==> config.mk <==
export PLATFORM = sky130hd
export DESIGN_NAME = bli_queue
export DESIGN_NICKNAME = d
export VERILOG_FILES = /design/src/sv/bli_queue.sv
export SDC_FILE = /design/constraint.sdc
export NUM_CORES = 1
export LEC_CHECK = 0
export BUFFER_PORTS_ARGS = -buffer_cell sky130_fd_sc_hd__buf_2
export CAP_MARGIN = 30
export CORE_MARGIN = 2
export CORE_UTILIZATION = 30
export CTS_CLUSTER_DIAMETER = 50
export DETAILED_ROUTE_END_ITERATION = 6
export GPL_ROUTABILITY_DRIVEN = 0
export PLACE_DENSITY = 0.58
export SLEW_MARGIN = 0
export SYNTH_ARGS = -nofsm -noshare
export SYNTH_HDL_FRONTEND = slang
export SYNTH_SLANG_ARGS = --single-unit
==> constraint.sdc <==
create_clock -name clk -period 7.5 [get_ports clk]
set_clock_uncertainty 0.15 [all_clocks]
set_input_delay 0.375 -clock clk [delete_from_list [all_inputs] [get_ports clk]]
set_output_delay 0.375 -clock clk [all_outputs]
set_load 0.02 [all_outputs]
==> src/sv/bli_queue.sv <==
// two entry queue between front and back
module bli_queue #(
    parameter int W = 60
) (
    input  logic         clk,
    input  logic         rst_n,
    input  logic         push,
    input  logic [W-1:0] push_data,
    output logic         full,
    input  logic         pop,
    output logic         head_valid,
    output logic [W-1:0] head_data
);

    logic [W-1:0] slot_reg [2];
    logic         wptr_reg;
    logic         wptr_next;
    logic         rptr_reg;
    logic         rptr_next;
    logic [1:0]   count_reg;
    logic [1:0]   count_next;

    // pointer and fill count update
    always_comb
    begin
        wptr_next  = wptr_reg ^ push;
        rptr_next  = rptr_reg ^ pop;
        count_next = count_reg + 2'(push) - 2'(pop);
    end

    always_ff @(posedge clk or negedge rst_n)
    begin
        if (!rst_n)
        begin
            wptr_reg  <= 1'b0;
            rptr_reg  <= 1'b0;
            count_reg <= 2'd0;
        end
        else
        begin
            wptr_reg  <= wptr_next;
            rptr_reg  <= rptr_next;
            count_reg <= count_next;
        end
    end

    // payload slots
    always_ff @(posedge clk)
    begin
        if (push)
        begin
            slot_reg[wptr_reg] <= push_data;
        end
    end

    assign full       = (count_reg == 2'd2);
    assign head_valid = (count_reg != 2'd0);
    assign head_data  = slot_reg[rptr_reg];

endmodule

* Word-level counts from Yosys, hierarchy flattened *
Memory sizes are Yosys's and may differ from the RTL's.
Cells that the tools add are included.

word-level totals
  flip-flop bits (word level) = 4
  RAM bits = 120
  logic and storage cells = 12
  memories kept = 1

memories
  memory    words  width  read ports  clocked after Yosys merged registers in  wr ports  line  RTL
  slot_reg  2      60     1           0                                        1         15    logic [W-1:0] slot_reg [2];

cells by class
  $add $sub $neg = 2
  equal/unequal tests = 1
  multiplexer cells = 2
  bitwise operators = 2
  reduce and logical (&&, ||, !) cells = 1

operators with widths
  operator            count
  $add 2x1->2         1
  $eq 2x2->1 const B  1
  $mux 1              2
  $reduce_bool 2->1   1
  $sub 2x1->2         1
  $xor 1x1->1         2

* Depth between registers and ports, before layout *
  word-level depth = 2
  mapped depth = 5
  mapped depth without buffers = 5

* Worst setup path before layout *
No wires, ideal clock.

  path type = register to register
  start = reg wptr_reg
  end = mem slot_reg[0][0] (enable)
  setup time = 424 ps
  arrival = 1,871 ps
  required time = 6,926 ps
  slack = 5,055 ps
  cell stages (with the launch flop) = 3
  clock period less this slack = 2,445 ps
  path through = dfrtp_1 -> inv_1 -> ha_1

RTL lines
  item                      line  RTL
  start: declaration        16    logic wptr_reg;
  start signal: assignment  41    wptr_reg <= wptr_next;
  end: declaration          15

Straight into the memory's write port.

* Final worst setup path *
  start = reg rptr_reg
  end = out head_data[59]

between the ends
  cells in the longest elaborated chain, start to end = 1

ends and longest elaborated chain
  item                      line  RTL
  start: declaration        18    logic rptr_reg;
  start signal: assignment  42    rptr_reg <= rptr_next;
  $mem_v2 2x60              n/a
  end: declaration          12    output logic [W-1:0] head_data

Every way passes these cells.

==> out/results.txt <==
Status: finished clean
H-tree lvl count: 4
Synth warnings: 0
Global-route wire length before repair: 13210 um
Synthesis-to-layout area growth: 39.66%
Port Buffers: 125
CTS root buf: clkbuf_16
Initial Utilization: 30.59%
Most Crowded Layer GR: met2
Vias in the first global route: 2586
Die area: 17170 um2
Mapped Area: 4842 um2
N_diodes: 0
# clock sinks: 124
Max Freq: 343.6 MHz
First-pass DRT Iterations: 5
Worst EP arrival: 2390 ps
Fin. max-slew vios: 0
Total routed wirelength: 8904 um
Period Utilization, post-route: 38.80%
Initial antenna violation count: 0
CTS Buffer Depth: 2
Postcts setup bufs: 0
Distinct cells, synth: 12
CP Launch Type: register
Reg2Reg Setup Slack: 5720 ps
Wire per inst: 14.27 um
Post-Syn Nets: 271
Grt met1 use: 11.35%
CP required: 6970 ps
Overflow after GRT: 0
Met3 Use GR: 4.520%
Via Count: 2514
First DRT Iteration DRCs: 107
Worst-path fanout max: 32
Critical path's slowest cell: dfrtp_4
Most common cell after layout, fill and taps aside: buf_2
Commonest non-fill, non-tap cells in the layout: buf_2, edfxtp_1, mux2_4
DP HPWL: 5321 um
Lkg Pwr: 2.746 nW
Seq/Total Area, Yosys: 76.49%
Die Width: 131.0 um
Critical path endpoint category: output pin
Mapped Cells: 203
Residual DRC count: 0
Least-Margin Pin Slew: 889.2 ps
Max reg flops: 120
Global-route usage over all layers: 10.63%
Share of layout cells above drive strength 1: 52.70%
Slew Limit Headroom: 40.72%
I/O pin count: 126
Unrepaired setup endpoints after global routing: no
MaxCap Viol Count: 0
Die Height: 131.0 um
Core Area: 15830 um2
Vias per cell: 4.029
Reg clk slew, reported paths: 50 ps
Worst path cell trace: buf_4, mux2_2, buf_2
Hold Violations, Final: 0
Path type of the worst setup path: reg2out
Nets: 465
Final setup viols: 0
Grt met2 use: 18.20%
Post-route cell area: 6763 um2
Num CTS Buffers: 17
Post-route ant nets: 0
Post-Place Cell Area: 5643 um2
Peak supply drop: 0.0003613 V
Pwr/cell area: 382.7 nW/um2
Standard-cell rows: 46
Pin count of the biggest net entering global routing: 61
Clock Latency Late Sink: 400 ps
#FFs+latches synth: 124
Fin crit period: 2910 ps
TNS Setup: 0 ps
Slowest cell delay on critical path: 810 ps
TritonCTS clock tree: done
Min-delay worst type: in2reg
Syn Area/Cell: 23.85 um2
==> worst max-delay path, delay by kind of cell, from the launching register on <==
kind                   cells  cell delay [ps]
muxes                      1              390
buffers and inverters      2              750
DFF                        1              810
==> report_power, final <==
part           switching, mW  internal [mW]  leakage, nW
logic                  0.411          0.385         1.30
clock network          0.276          0.510        0.279
registers             0.0808          0.925         1.17
total                  0.768           1.82         2.75
==> what timing repair did <==
action                                 in CTS  in global routing
resized for setup                           0                  0
setup endpoints to repair                   0                  0
endpoints found under the hold margin     110                  3
hold buffers                               54                  2
==> kinds of logic after synthesis <==
| logic type | Yosys count | share of synthesized area, % |
|---|---|---|
| buf+inv | 11 | 3.023 |
| fa+ha+maj | 4 | 1.034 |
| xor+xnor | 2 | 0.6718 |
| simple gates | 2 | 0.2586 |
| mux | 60 | 18.53 |
| flops | 124 | 76.49 |
==> worst paths after layout <==
kind / to / cells past startpoint / from
setup / recovery: head_data[59] / 3 / rptr_reg
hold / removal: slot_reg[1][35] / 1 / push_data[35]
setup reg to reg: slot_reg[0][39] / 2 / wptr_reg
hold reg to reg: count_reg[1] / 1 / count_reg[1]
max in group asynchronous: rptr_reg / 2 / rst_n
min in group asynchronous: wptr_reg / 2 / rst_n
==> synthesized netlist by cell type, drive strengths merged <==
cell	instances	area share, %
inv	4	0.31
xor2	1	0.18
ha	4	1.0
mux2	60	19
dfrtp	4	2.1
or2	1	0.13
xor3	1	0.49
nor2b	1	0.13
buf	7	2.7
edfxtp	120	74
==> stage by stage <==
step | hold slack (ps) | instances | util [%] | power [mW] | setup WS (ps)
final | 26.08 | 624 | 42.73 | 2.588 | 4590
after global routing | 0.6616 | 624 | 42.73 | 2.717 | 4433
after CTS | 1.042 | 622 | 42.60 | 2.630 | 4491
after detailed placement | 43.69 | 538 | 35.65 | 1.815 | 4938
after global placement | 42.26 | 538 | 35.65 | 1.799 | 4970
after floorplan | -70.59 | 203 | - | 1.647 | 5055
==> final cells by class <==
class                   instances  area, um2
inverters                       4      15.01
fillers                      1415       9065
well taps                     216      270.3
repair buffers                182       1194
flip-flops and latches        124       3707
multi-input cells              68       1017
clock buffers                  18      429.2
clock inverters                12      130.1
==> routing by layer <==
layer,wire length (um),share of wire (%),vias to the layer above
li1,-,-,1188
met1,3622,41,1237
met2,4651,52,78
met3,496,5.6,11
met4,134,1.5,0
met5,0,0,-
Power figures use the tool's default switching activity.
