===== src/sv/bli_pkg.sv =====
// shared types and constants of the bilinear interpolation core
package bli_pkg;

    // command codes of an input word
    typedef enum logic [2:0] {
        CMD_AXIS1   = 3'd0,
        CMD_AXIS2   = 3'd1,
        CMD_TABLE_A = 3'd2,
        CMD_TABLE_B = 3'd3,
        CMD_QUERY   = 3'd4
    } cmd_t;

    localparam int CMD_W     = 3;
    localparam int IDX_W     = 8;
    localparam int VAL_W     = 17;
    localparam int IN_W      = 16;
    localparam int OUT_W     = 16;
    localparam int CNT_W     = 5;
    localparam int TAB_DEPTH = 256;
    localparam int TAB_AW    = 8;
    localparam int T_W       = 18;
    localparam logic [OUT_W-1:0] Q15_ONE = 16'd32768;

    // point count registers
    typedef struct packed {
        logic [CNT_W-1:0] eps_points;
        logic [CNT_W-1:0] theta_points;
    } cfg_t;

    // back end sequencer states
    typedef enum logic [3:0] {
        B_IDLE,
        B_RD0,
        B_RDL,
        B_CLAMP,
        B_SRCH,
        B_FRAC,
        B_DIV,
        B_IDX,
        B_TRD,
        B_MAC,
        B_OUT
    } bstate_t;

endpackage


===== src/sv/bli_front.sv =====
// input side: decodes commands, saturates coordinates, drops void words
module bli_front #(
    parameter int MAX_AXIS1_POINTS = 16,
    parameter int MAX_AXIS2_POINTS = 16,
    parameter int COORD_BITS       = 16,
    parameter int ITEM_W           = 28 + 2 * 16
) (
    input  logic              s_tvalid,
    output logic              s_tready,
    input  logic [63:0]       s_tdata,
    input  logic              q_full,
    output logic              q_push,
    output logic [ITEM_W-1:0] q_item
);

    localparam int SW = 34;
    localparam logic [SW-1:0] CMAX = (SW'(1) << COORD_BITS) - SW'(1);

    logic [bli_pkg::CMD_W-1:0] cmd;
    logic [bli_pkg::IDX_W-1:0] idx;
    logic [bli_pkg::VAL_W-1:0] val;
    logic [bli_pkg::IN_W-1:0]  eps_in;
    logic [bli_pkg::IN_W-1:0]  theta_in;
    logic [COORD_BITS-1:0]     ce;
    logic [COORD_BITS-1:0]     ct;
    logic                      keep;

    // saturate a signed value to the coordinate range
    function automatic logic [COORD_BITS-1:0] sat_coord(input logic signed [SW-1:0] v);
        logic [COORD_BITS-1:0] r;
        if (v < 0)
            r = '0;
        else if ($unsigned(v) > CMAX)
            r = CMAX[COORD_BITS-1:0];
        else
            r = v[COORD_BITS-1:0];
        return r;
    endfunction

    // field unpacking
    assign cmd      = s_tdata[2:0];
    assign idx      = s_tdata[10:3];
    assign val      = s_tdata[27:11];
    assign eps_in   = s_tdata[43:28];
    assign theta_in = s_tdata[59:44];

    // axis loads carry the saturated value in the first coordinate slot
    always_comb
    begin
        keep = 1'b0;
        ce   = sat_coord(SW'($signed(val)));
        ct   = sat_coord($signed({{(SW-bli_pkg::IN_W){1'b0}}, theta_in}));
        case (bli_pkg::cmd_t'(cmd))
            bli_pkg::CMD_AXIS1:
                keep = ({1'b0, idx} < 9'(MAX_AXIS1_POINTS));
            bli_pkg::CMD_AXIS2:
                keep = ({1'b0, idx} < 9'(MAX_AXIS2_POINTS));
            bli_pkg::CMD_TABLE_A,
            bli_pkg::CMD_TABLE_B:
                keep = 1'b1;
            bli_pkg::CMD_QUERY:
            begin
                keep = 1'b1;
                ce   = sat_coord($signed({{(SW-bli_pkg::IN_W){1'b0}}, eps_in}));
            end
            default:
                keep = 1'b0;
        endcase
    end

    assign s_tready = !q_full;
    assign q_push   = s_tvalid && !q_full && keep;
    assign q_item   = {ct, ce, val, idx, cmd};

endmodule


===== config.mk =====
export PLATFORM = sky130hd
export DESIGN_NAME = bli_front
export DESIGN_NICKNAME = d
export VERILOG_FILES = /design/src/sv/bli_pkg.sv /design/src/sv/bli_front.sv
export SDC_FILE = /design/constraint.sdc
export NUM_CORES = 1
export LEC_CHECK = 0
export ABC_AREA = 1
export BUFFER_PORTS_ARGS = -buffer_cell sky130_fd_sc_hd__buf_2
export CAP_MARGIN = 10
export CORE_MARGIN = 1.5
export CORE_UTILIZATION = 27
export DETAILED_ROUTE_END_ITERATION = 8
export GPL_TIMING_DRIVEN = 1
export PLACE_DENSITY_LB_ADDON = 0.08
export SETUP_SLACK_MARGIN = 0.15
export SYNTH_ARGS = -nofsm -noshare
export SYNTH_HDL_FRONTEND = slang
export SYNTH_SLANG_ARGS = --single-unit

===== constraint.sdc =====
create_clock -name vclk -period 0.8
set_input_delay 0.04 -clock vclk [all_inputs]
set_output_delay 0.04 -clock vclk [all_outputs]
set_load 0.01 [all_outputs]

Word-level counts from Yosys, hierarchy flattened

Index checks and enable logic that the tools add are counted.
W data, S select, Z words.

Flip-flop bits (word level): 0
Output and inout port bits: 62

Order comparisons: 3
Reductions and logical operators: 6
Equal/unequal tests: 4
Multiplexer cells: 4

Operators by type and width:

| operator               | number |
|---|---|
| $mux W16               | 3 |
| $gt A34 B16 Y1 const B | 1 |
| $lt A17 B1 Y1 const B  | 1 |
| $lt A8 B5 Y1 const B   | 1 |
| $eq A3 B2 Y1 const B   | 2 |
| $eq A3 B1 Y1 const B   | 1 |
| $eq A3 B3 Y1 const B   | 1 |
| $logic_not A3 Y1       | 1 |
| $reduce_or A3 Y1       | 1 |
| $logic_and A1 B1 Y1    | 2 |
| $pmux W1 S2            | 1 |
| $reduce_or A2 Y1       | 1 |
| $logic_not A1 Y1       | 1 |

Logic depth before layout (Yosys ltp)

Gate-level depths: netlist of run 1.

Depth in word-level cells: 4
Gate-level depth with buffers: 5
Mapped depth without buffers: 4

Worst setup path before layout of run 1

Ideal clock, no wire load.

Kind: input-to-output
Start: in s_tdata[1]
End: out q_item[30]
Path buffers: 1
Data required time: 0.760 ns
Setup slack: 0.166 ns
Cell stages on the path: 5
Arrival time: 0.594 ns
Path through: nor2_4 nand2_4 buf_6 nand3_1 nand2_1

Longest elaborated chain between the ends: 2

RTL lines:

| item            | line            | RTL |
|---|---|---|
| start, declared | bli_front.sv:10 | `input logic [63:0] s_tdata,` |
| $eq A3 B3 Y1    | bli_front.sv:53 | `case (bli_pkg::cmd_t'(cmd))` |
| $mux W16        | bli_front.sv:53 |  |
| end, declared   | bli_front.sv:13 | `output logic [ITEM_W-1:0] q_item` |

Every way passes these cells.

Worst setup path after layout of run 1

Start: in s_tdata[1]
End: out q_item[42]

The elaborated chain is that of the path after synthesis.

==> results of run 1 <==
-- final timing paths --
check / to / slack [ns] / startpoint
worst max-delay path: q_item[42] / -0.03 / s_tdata[1]
worst min-delay path: q_item[56] / 0.08 / s_tdata[56]
-- critical path, stage by stage --
cell	delay, ns
buf_6	0.10
nor2_4	0.11
buf_4	0.15
clkbuf_16	0.14
nand3_1	0.06
nand2_1	0.06
buf_2	0.13
-- what timing repair did --
item,4_1_cts,5_1_grt
pin swaps,1,2
setup endpoints to repair,17,17
setup buffers,0,3
gates resized for setup,4,1
gates cloned,0,1
-- layout make-up --
type,count,area (sq um),share of cell area (%)
inverters,3,11.3,1.25
multi-input cells,58,294,32.7
well taps,28,35.0,3.89
repair buffers,93,559,62.2
-- through the flow --
step | TNS [ns] | setup slack [ns] | instances | utilization (%)
global placement | -0.210 | -0.0378 | 178 | 36.5
CTS | -0.0912 | -0.0178 | 178 | 37.4
finish | -0.135 | -0.0256 | 182 | 39.9
global route | -1.22 | -0.0893 | 182 | 39.9
detailed placement | -0.308 | -0.0491 | 178 | 36.5
floorplan | 0 | 0.166 | 110 | -
-- where the power goes --
| part | internal [mW] | switching [mW] |
|---|---|---|
| sequential | 0 | 0 |
| combinational | 0.261 | 0.252 |
| clock | 0 | 0 |
-- placed cells by master, fill, tap and decap left out, drive strengths merged --
master  netlist  final
a21oi         2      2
nor2          5      5
nand3        33     33
clkbuf        0      1
nand2        18     18
buf          49     92
inv           3      3
-- routing by layer --
layer	routed length, um	part of all wire, %
met5	0	0
met4	0	0
met3	263	14
met2	923	47
met1	760	39
-- logic make-up (layout without fill, tap and decap cells) --
kind of cell           count (synthesis)  count (layout)  share of synthesized area [%]
buffers and inverters                 52              96                           57.3
and+or+nand+nor                       56              56                           41.2
AOI/OAI and AO/OA                      2               2                           1.52
==> out/qor.yml, run 1 <==
vdd_drop_max_mv: 0.225
overflow: 0
dieArea_sq_mm: 0.00275
seq_area_sq_um: 0
worstHoldPathType: "in -> out"
place_congestion: 0.640
die_h_um: 52.4
required_ns: 0.76
yosysMostFrequentCell: "buf_4"
critPathKind: "in -> out"
yosysUniqueCellTypes: 11
worstSetupStartpointType: "input pin"
routed_wl_um: 1950
synth_top_area_cell: "buf_4"
initial_core_util_pct: 29.2
grt_pass1_wl_um: 2610
total_power_mw: 0.514
fill_cells: 275
busiest_layer: "met2"
yosysTopAreaCellShare_pct: 52.4
crit_arrival_ns: 0.79
postLayoutCellArea_sq_um: 900
min_period_ns: 0.826
syn_avg_cell_area_sq_um: 5.99
die_x_um: 52.4
p_leak_nw: 0.581
setup_viol: 8
drc: 0
synthCells: 110
synth_nets: 176
ioPinCount: 128
grt_use_total_pct: 11.9
worstMarginPinSlew_ns: 0.233
hold_viol: 0
coreArea_sq_mm: 0.00225
grtUsageMet3_pct: 2.57
antenna_found_initial: 0
whs_ns: 0.0800
layout.nets: 222
synth.yosys.warnings: 0
rsz0062_at_grt: "true"
post_drt_via_cell_ratio: 4.59
place_area_sq_um: 823
first_global_vias: 648
drt-pass1-iter-count: 4
met2_usage_pct: 23.5
whs_path_depth: 0
syn_area_sq_um: 659
ctsHoldBuffers: 0
ys_top_cells_by_area: "buf_4 52%, nand3_1 24%, nand2_1 9.7%"
maxSlewHeadroom_pct: 84.4
vias: 835
fmax_ghz: 1.21
drv_slew: 0
place.port_buffers: 84
n_antenna_cell: 0
met1_usage_pct: 13.4
antenna_left: 0
synth_commonest_cells: "46 x buf_4, 32 x nand3_1, 17 x nand2_1, 4 x nor2_1, 3 x inv_1"
fin_crit_sh_pct: 103
failed_checks: "setup timing"
drtIter0Drc: 11
routedWlPerCell_um: 10.7
clockBufferCount: 0
rows: 17
dp_hpwl_um: 1550
crit_fanout: 7
synth-seq-area-share_pct: 0
cap_violations: 0
critPathCaptureType: "primary output"
seq_cell_count: 0
status: "finished with violations"
syn_to_final_growth_pct: 36.4
drive_above_1_share_pct: 63.0
pwr_density_cell_mw_per_mm2: 571
grt_max_degree: 17
setup_slack_ns: -0.0256
Note: power is estimated with default switching activity, not from simulation.
==> run 2, diff against run 1 <==
--- a/config.mk
+++ b/config.mk
@@ -13,7 +13,7 @@
 export DETAILED_ROUTE_END_ITERATION = 8
 export GPL_TIMING_DRIVEN = 1
 export PLACE_DENSITY_LB_ADDON = 0.08
-export SETUP_SLACK_MARGIN = 0.15
+export SETUP_SLACK_MARGIN = 0.4
 export SYNTH_ARGS = -nofsm -noshare
 export SYNTH_HDL_FRONTEND = slang
 export SYNTH_SLANG_ARGS = --single-unit
==> out/qor.yml, run 2 (same netlist as run 1, synthesis figures left out) <==
status: "finished with violations"  # unchanged
failed_checks: "setup timing"  # unchanged
grt_use_total_pct: 15.6  # was 11.9%
crit_path_frequent_cell: "buf_6"
die_h_um: 52.4  # unchanged
p_leak_nw: 0.653  # was 0.581 nW
drv_slew: 0  # unchanged
grt_pass1_wl_um: 3380  # was 2610 um
dieArea_sq_mm: 0.00275  # unchanged
fmax_ghz: 1.22  # was 1.21 GHz
crit_arrival_ns: 0.78  # was 0.79 ns
tns_ns: -0.0812  # was -0.135 ns
coreArea_sq_mm: 0.00225  # unchanged
antenna_found_initial: 0  # unchanged
drt-pass1-iter-count: 1  # was 4
pwr_density_cell_mw_per_mm2: 567  # was 571 mW/mm^2
seq_power_share_pct: 0  # about the same
overflow: 0  # unchanged
crit_fanout: 5  # was 7
ctsHoldBuffers: 0  # unchanged
worstMarginPinSlew_ns: 0.153  # was 0.233 ns
layout.nets: 226  # was 222
postLayoutCellArea_sq_mm: 0.00125  # was 900 sq um
maxSlewHeadroom_pct: 89.8  # was 84.4%
hold_viol: 0  # unchanged
place.port_buffers: 84  # unchanged
routed_wl_um: 2410  # was 1950 um
grt_max_degree: 17  # unchanged
seq_area_sq_um: 0  # unchanged
die_x_um: 52.4  # unchanged
pwr-share-clk_pct: 0  # about the same
setup_slack_ns: -0.0214  # was -0.0256 ns
worstHoldPathType: "in -> out"  # unchanged
n_antenna_cell: 0  # unchanged
vdd_drop_max_mv: 0.295  # was 0.225 mV
first_global_vias: 759  # was 648
vias: 846  # was 835
fill_cells: 231  # was 275
initial_core_util_pct: 29.2  # unchanged
cap_violations: 0  # unchanged
worstSetupStartpointType: "input pin"  # unchanged
rsz0062_at_grt: "true"  # unchanged
final_cell_mix: "64 x buf_2, 30 x nand3_2, 22 x buf_6, 16 x nand2_2, 5 x buf_4"  # was 82 x buf_2, 32 x nand3_1, 17 x nand2_1, 4 x nor2_1, 4 x buf_4
rows: 17  # unchanged
place_area_sq_um: 857  # was 823 sq um
path_cells: "buf_6 > nor2_4 > buf_6 > buf_8 > nand3_4 > nand2_2 > buf_6"  # was buf_6 > nor2_4 > buf_4 > clkbuf_16 > nand3_1 > nand2_1 > buf_2
multi_input_area_sq_um: 512  # was 294 sq um
post_drt_via_cell_ratio: 4.55  # was 4.59
routedWlPerCell_um: 13.0  # was 10.7 um
syn_to_final_growth_pct: 89.4  # was 36.4%
drtIter0Drc: 0  # was 11
required_ns: 0.76  # about the same
critPathKind: "in -> out"  # unchanged
power.internal_mw: 0.371  # was 0.261 mW
final_common_cell: "buf_2"  # unchanged
slowest_stage: "buf_6"  # was buf_4
fin_crit_sh_pct: 103  # about the same
dp_hpwl_um: 1640  # was 1550 um
drive_above_1_share_pct: 93.0  # was 63.0%
min_period_ns: 0.821  # was 0.826 ns
power_frac_comb_pct: 100.0  # about the same
clockBufferCount: 0  # unchanged
critPathCaptureType: "primary output"  # unchanged
p_switching_mw: 0.337  # was 0.252 mW
finalNonFillerCells: 186  # was 182
seq_cell_count: 0  # unchanged
place_congestion: 0.640  # unchanged
ioPinCount: 128  # unchanged
dpl.cell_count: 180  # was 178
critPathMaxStageDelay_ns: 0.15  # about the same
setup_viol: 8  # unchanged
drc: 0  # unchanged
antenna_left: 0  # unchanged
netSwitchingFraction_pct: 47.6  # was 49.1%
run 2: cell types whose count changed in the layout (fill, tap and decap cells not counted), sizes merged:
| cell | delta |
|---|---|
| nand2 | +1 |
| buf | +4 |
| clkbuf | -1 |
run 2: path summary, 6_finish.rpt:
kind / startpoint / end / slack [ns] / cells past startpoint
setup / recovery: s_tdata[0] / q_item[30] / -0.02 / 7
hold / removal: s_tdata[45] / q_item[45] / 0.08 / 0
run 2: worst max-delay path, delay by kind of cell:
kind,cells,cell delay (ns)
buffers and inverters,4,0.47
AND/OR/NAND/NOR,3,0.26
run 2: layout make-up:
cell class                 instances  area share (%)
tap                               28            2.81
inverter                           3           0.902
multi-input combinational         59            41.0
timing repair buffer              96            55.3
run 2: timing repair:
| item | CTS | global route |
|---|---|---|
| buffers inserted | 4 | 0 |
| endpoints found under the setup margin | 18 | 18 |
| resized for setup | 58 | 10 |
| pin swaps | 13 | 4 |
| hold endpoints to repair | 0 | 0 |
| cloned | 2 | 0 |
run 2: per-stage QoR:
stage               setup slack [ns]  util, %  hold WS [ns]  power [mW]
floorplan                      0.170        -         0.131       0.407
CTS                         -0.00580     53.2        0.0801       0.685
global route                 -0.0809     55.4        0.0800       0.760
detailed placement           -0.0455     38.0        0.0801       0.492
global placement             -0.0306     38.0        0.0801       0.489
finish                       -0.0214     55.4        0.0800       0.708
run 2: power groups by stage:
stage          Combinational, mW  Clock [mW]  Sequential (mW)
5_1_grt                    0.760           0                0
6_report                   0.708           0                0
3_5_place_dp               0.492           0                0
2_1_floorplan              0.407           0                0
4_1_cts                    0.685           0                0
3_3_place_gp               0.489           0                0
run 2: metal layers:
metal	global-route usage (%)	vias up	routed length (um)
met5	0	-	0
met4	2.99	0	27
met3	0.286	8	169
met2	32.5	44	1430
met1	17.2	382	784
li1	-	412	-
==> run 3, diff against run 2 <==
--- a/config.mk
+++ b/config.mk
@@ -6,8 +6,9 @@
 export NUM_CORES = 1
 export LEC_CHECK = 0
 export ABC_AREA = 1
-export BUFFER_PORTS_ARGS = -buffer_cell sky130_fd_sc_hd__buf_2
+export BUFFER_PORTS_ARGS = -buffer_cell sky130_fd_sc_hd__buf_4
 export CAP_MARGIN = 10
+export CORE_ASPECT_RATIO = 0.9
 export CORE_MARGIN = 1.5
 export CORE_UTILIZATION = 27
 export DETAILED_ROUTE_END_ITERATION = 8
==> out/qor.yml, run 3 (same netlist as run 1, synthesis figures left out) <==
drt-pass1-iter-count: 2  # was 1
seq_power_share_pct: 0  # about the same
rsz0062_at_grt: "true"  # unchanged
netSwitchingFraction_pct: 41.6  # was 47.6%
place_area_sq_mm: 0.00105  # was 857 sq um
fmax_ghz: 1.21  # was 1.22 GHz
dpl.cell_count: 177  # was 180
place.port_buffers: 84  # unchanged
status: "finished with violations"  # unchanged
die_x_um: 55.1  # was 52.4 um
drc: 0  # unchanged
final_cell_mix: "79 x buf_4, 25 x nand3_1, 16 x nand2_2, 8 x nand3_2, 8 x buf_6"  # was 64 x buf_2, 30 x nand3_2, 22 x buf_6, 16 x nand2_2, 5 x buf_4
layout.nets: 223  # was 226
overflow: 0  # unchanged
routedWlPerCell_um: 12.2  # was 13.0 um
worstSetupStartpointType: "input pin"  # unchanged
fill_cells: 226  # was 231
total_power_mw: 0.697  # was 0.708 mW
worstHoldPathType: "in -> out"  # unchanged
dp_hpwl_um: 1670  # was 1640 um
place_congestion: 0.668  # was 0.640
seq_cell_count: 0  # unchanged
routed_wl_um: 2210  # was 2410 um
failed_checks: "setup timing"  # unchanged
setup_slack_ns: -0.0284  # was -0.0214 ns
fin_crit_sh_pct: 104  # was 103%
crit_arrival_ns: 0.79  # was 0.78 ns
power_frac_comb_pct: 100.0  # about the same
ioPinCount: 128  # unchanged
drive_above_1_share_pct: 78.7  # was 93.0%
clockBufferCount: 0  # unchanged
whs_ns: 0.0800  # unchanged
vdd_drop_max_mv: 0.274  # was 0.295 mV
final_common_cell: "buf_4"  # was buf_2
required_ns: 0.76  # about the same
multi_input_area_sq_um: 384  # was 512 sq um
antenna_left: 0  # unchanged
syn_to_final_growth_pct: 83.9  # was 89.4%
initial_core_util_pct: 29.4  # was 29.2%
rows: 16  # was 17
post-route-util_pct: 54.1  # was 55.4%
worstMarginPinSlew_ns: 0.128  # was 0.153 ns
critPathCaptureType: "primary output"  # unchanged
postLayoutCellArea_sq_mm: 0.00121  # was 0.00125 sq mm
hold_viol: 0  # unchanged
p_switching_mw: 0.290  # was 0.337 mW
min_period_ns: 0.828  # was 0.821 ns
n_antenna_cell: 0  # unchanged
pwr_density_cell_mw_per_mm2: 575  # was 567 mW/mm^2
drtIter0Drc: 1  # was 0
grt_use_total_pct: 12.9  # was 15.6%
die_h_um: 49.9  # was 52.4 um
power.internal_mw: 0.407  # was 0.371 mW
maxSlewHeadroom_pct: 91.4  # was 89.8%
setup_viol: 13  # was 8
antenna_found_initial: 0  # unchanged
coreArea_sq_mm: 0.00224  # was 0.00225 sq mm
vias: 834  # was 846
cap_violations: 0  # unchanged
p_leak_nw: 0.659  # was 0.653 nW
dieArea_sq_mm: 0.00275  # about the same
seq_area_sq_um: 0  # unchanged
finalNonFillerCells: 182  # was 186
crit_fanout: 6  # was 5
first_global_vias: 629  # was 759
pwr-share-clk_pct: 0  # about the same
post_drt_via_cell_ratio: 4.58  # was 4.55
critPathKind: "in -> out"  # unchanged
grt_pass1_wl_um: 2840  # was 3380 um
drv_slew: 0  # unchanged
grt_max_degree: 17  # unchanged
[run 3: worst paths after layout]
| kind | from | to | depth (start not counted) |
|---|---|---|---|
| min | s_tdata[49] | q_item[49] | 0 |
| max | s_tdata[1] | q_push | 7 |
[run 3: critical path: stages]
cell	delay (ns)
buf_8	0.10
nor2_4	0.12
buf_12	0.14
buf_6	0.10
a21oi_2	0.05
a21oi_2	0.11
buf_4	0.13
[run 3: stage by stage]
stage / worst slack (ns) / setup TNS [ns]
3_5_place_dp: -0.0352 / -0.366
5_1_grt: -0.0615 / -0.851
2_1_floorplan: 0.170 / 0
4_1_cts: -0.0249 / -0.289
6_report: -0.0284 / -0.225
3_3_place_gp: -0.0248 / -0.263
[run 3: timing repair]
| item | CTS | global route |
|---|---|---|
| cloned | 0 | 2 |
| hold buffers | 0 | 0 |
| setup buffers | 1 | 2 |
| pin swaps | 3 | 5 |
| setup endpoints to repair | 17 | 17 |
| gates resized for setup | 7 | 19 |
[run 3: power by group through the flow]
stage / sequential, mW / combinational, mW / clock, mW
after floorplan: 0 / 0.407 / 0
after global placement: 0 / 0.611 / 0
after detailed placement: 0 / 0.615 / 0
after CTS: 0 / 0.634 / 0
after global routing: 0 / 0.748 / 0
final: 0 / 0.697 / 0
[run 3: routing by layer]
metal | track usage (%) | vias to the layer above | share of wire, %
li1 | - | 412 | -
met1 | 14.5 | 362 | 33
met2 | 25.4 | 54 | 54
met3 | 1.52 | 6 | 12
met4 | 1.22 | 0 | 0.54
met5 | 0 | - | 0
[run 3: layout make-up]
| cell class | instances | area share, % |
|---|---|---|
| multi-input combinational | 59 | 31.7 |
| timing repair buffer | 93 | 64.6 |
| inverter | 3 | 0.929 |
| tap | 27 | 2.79 |
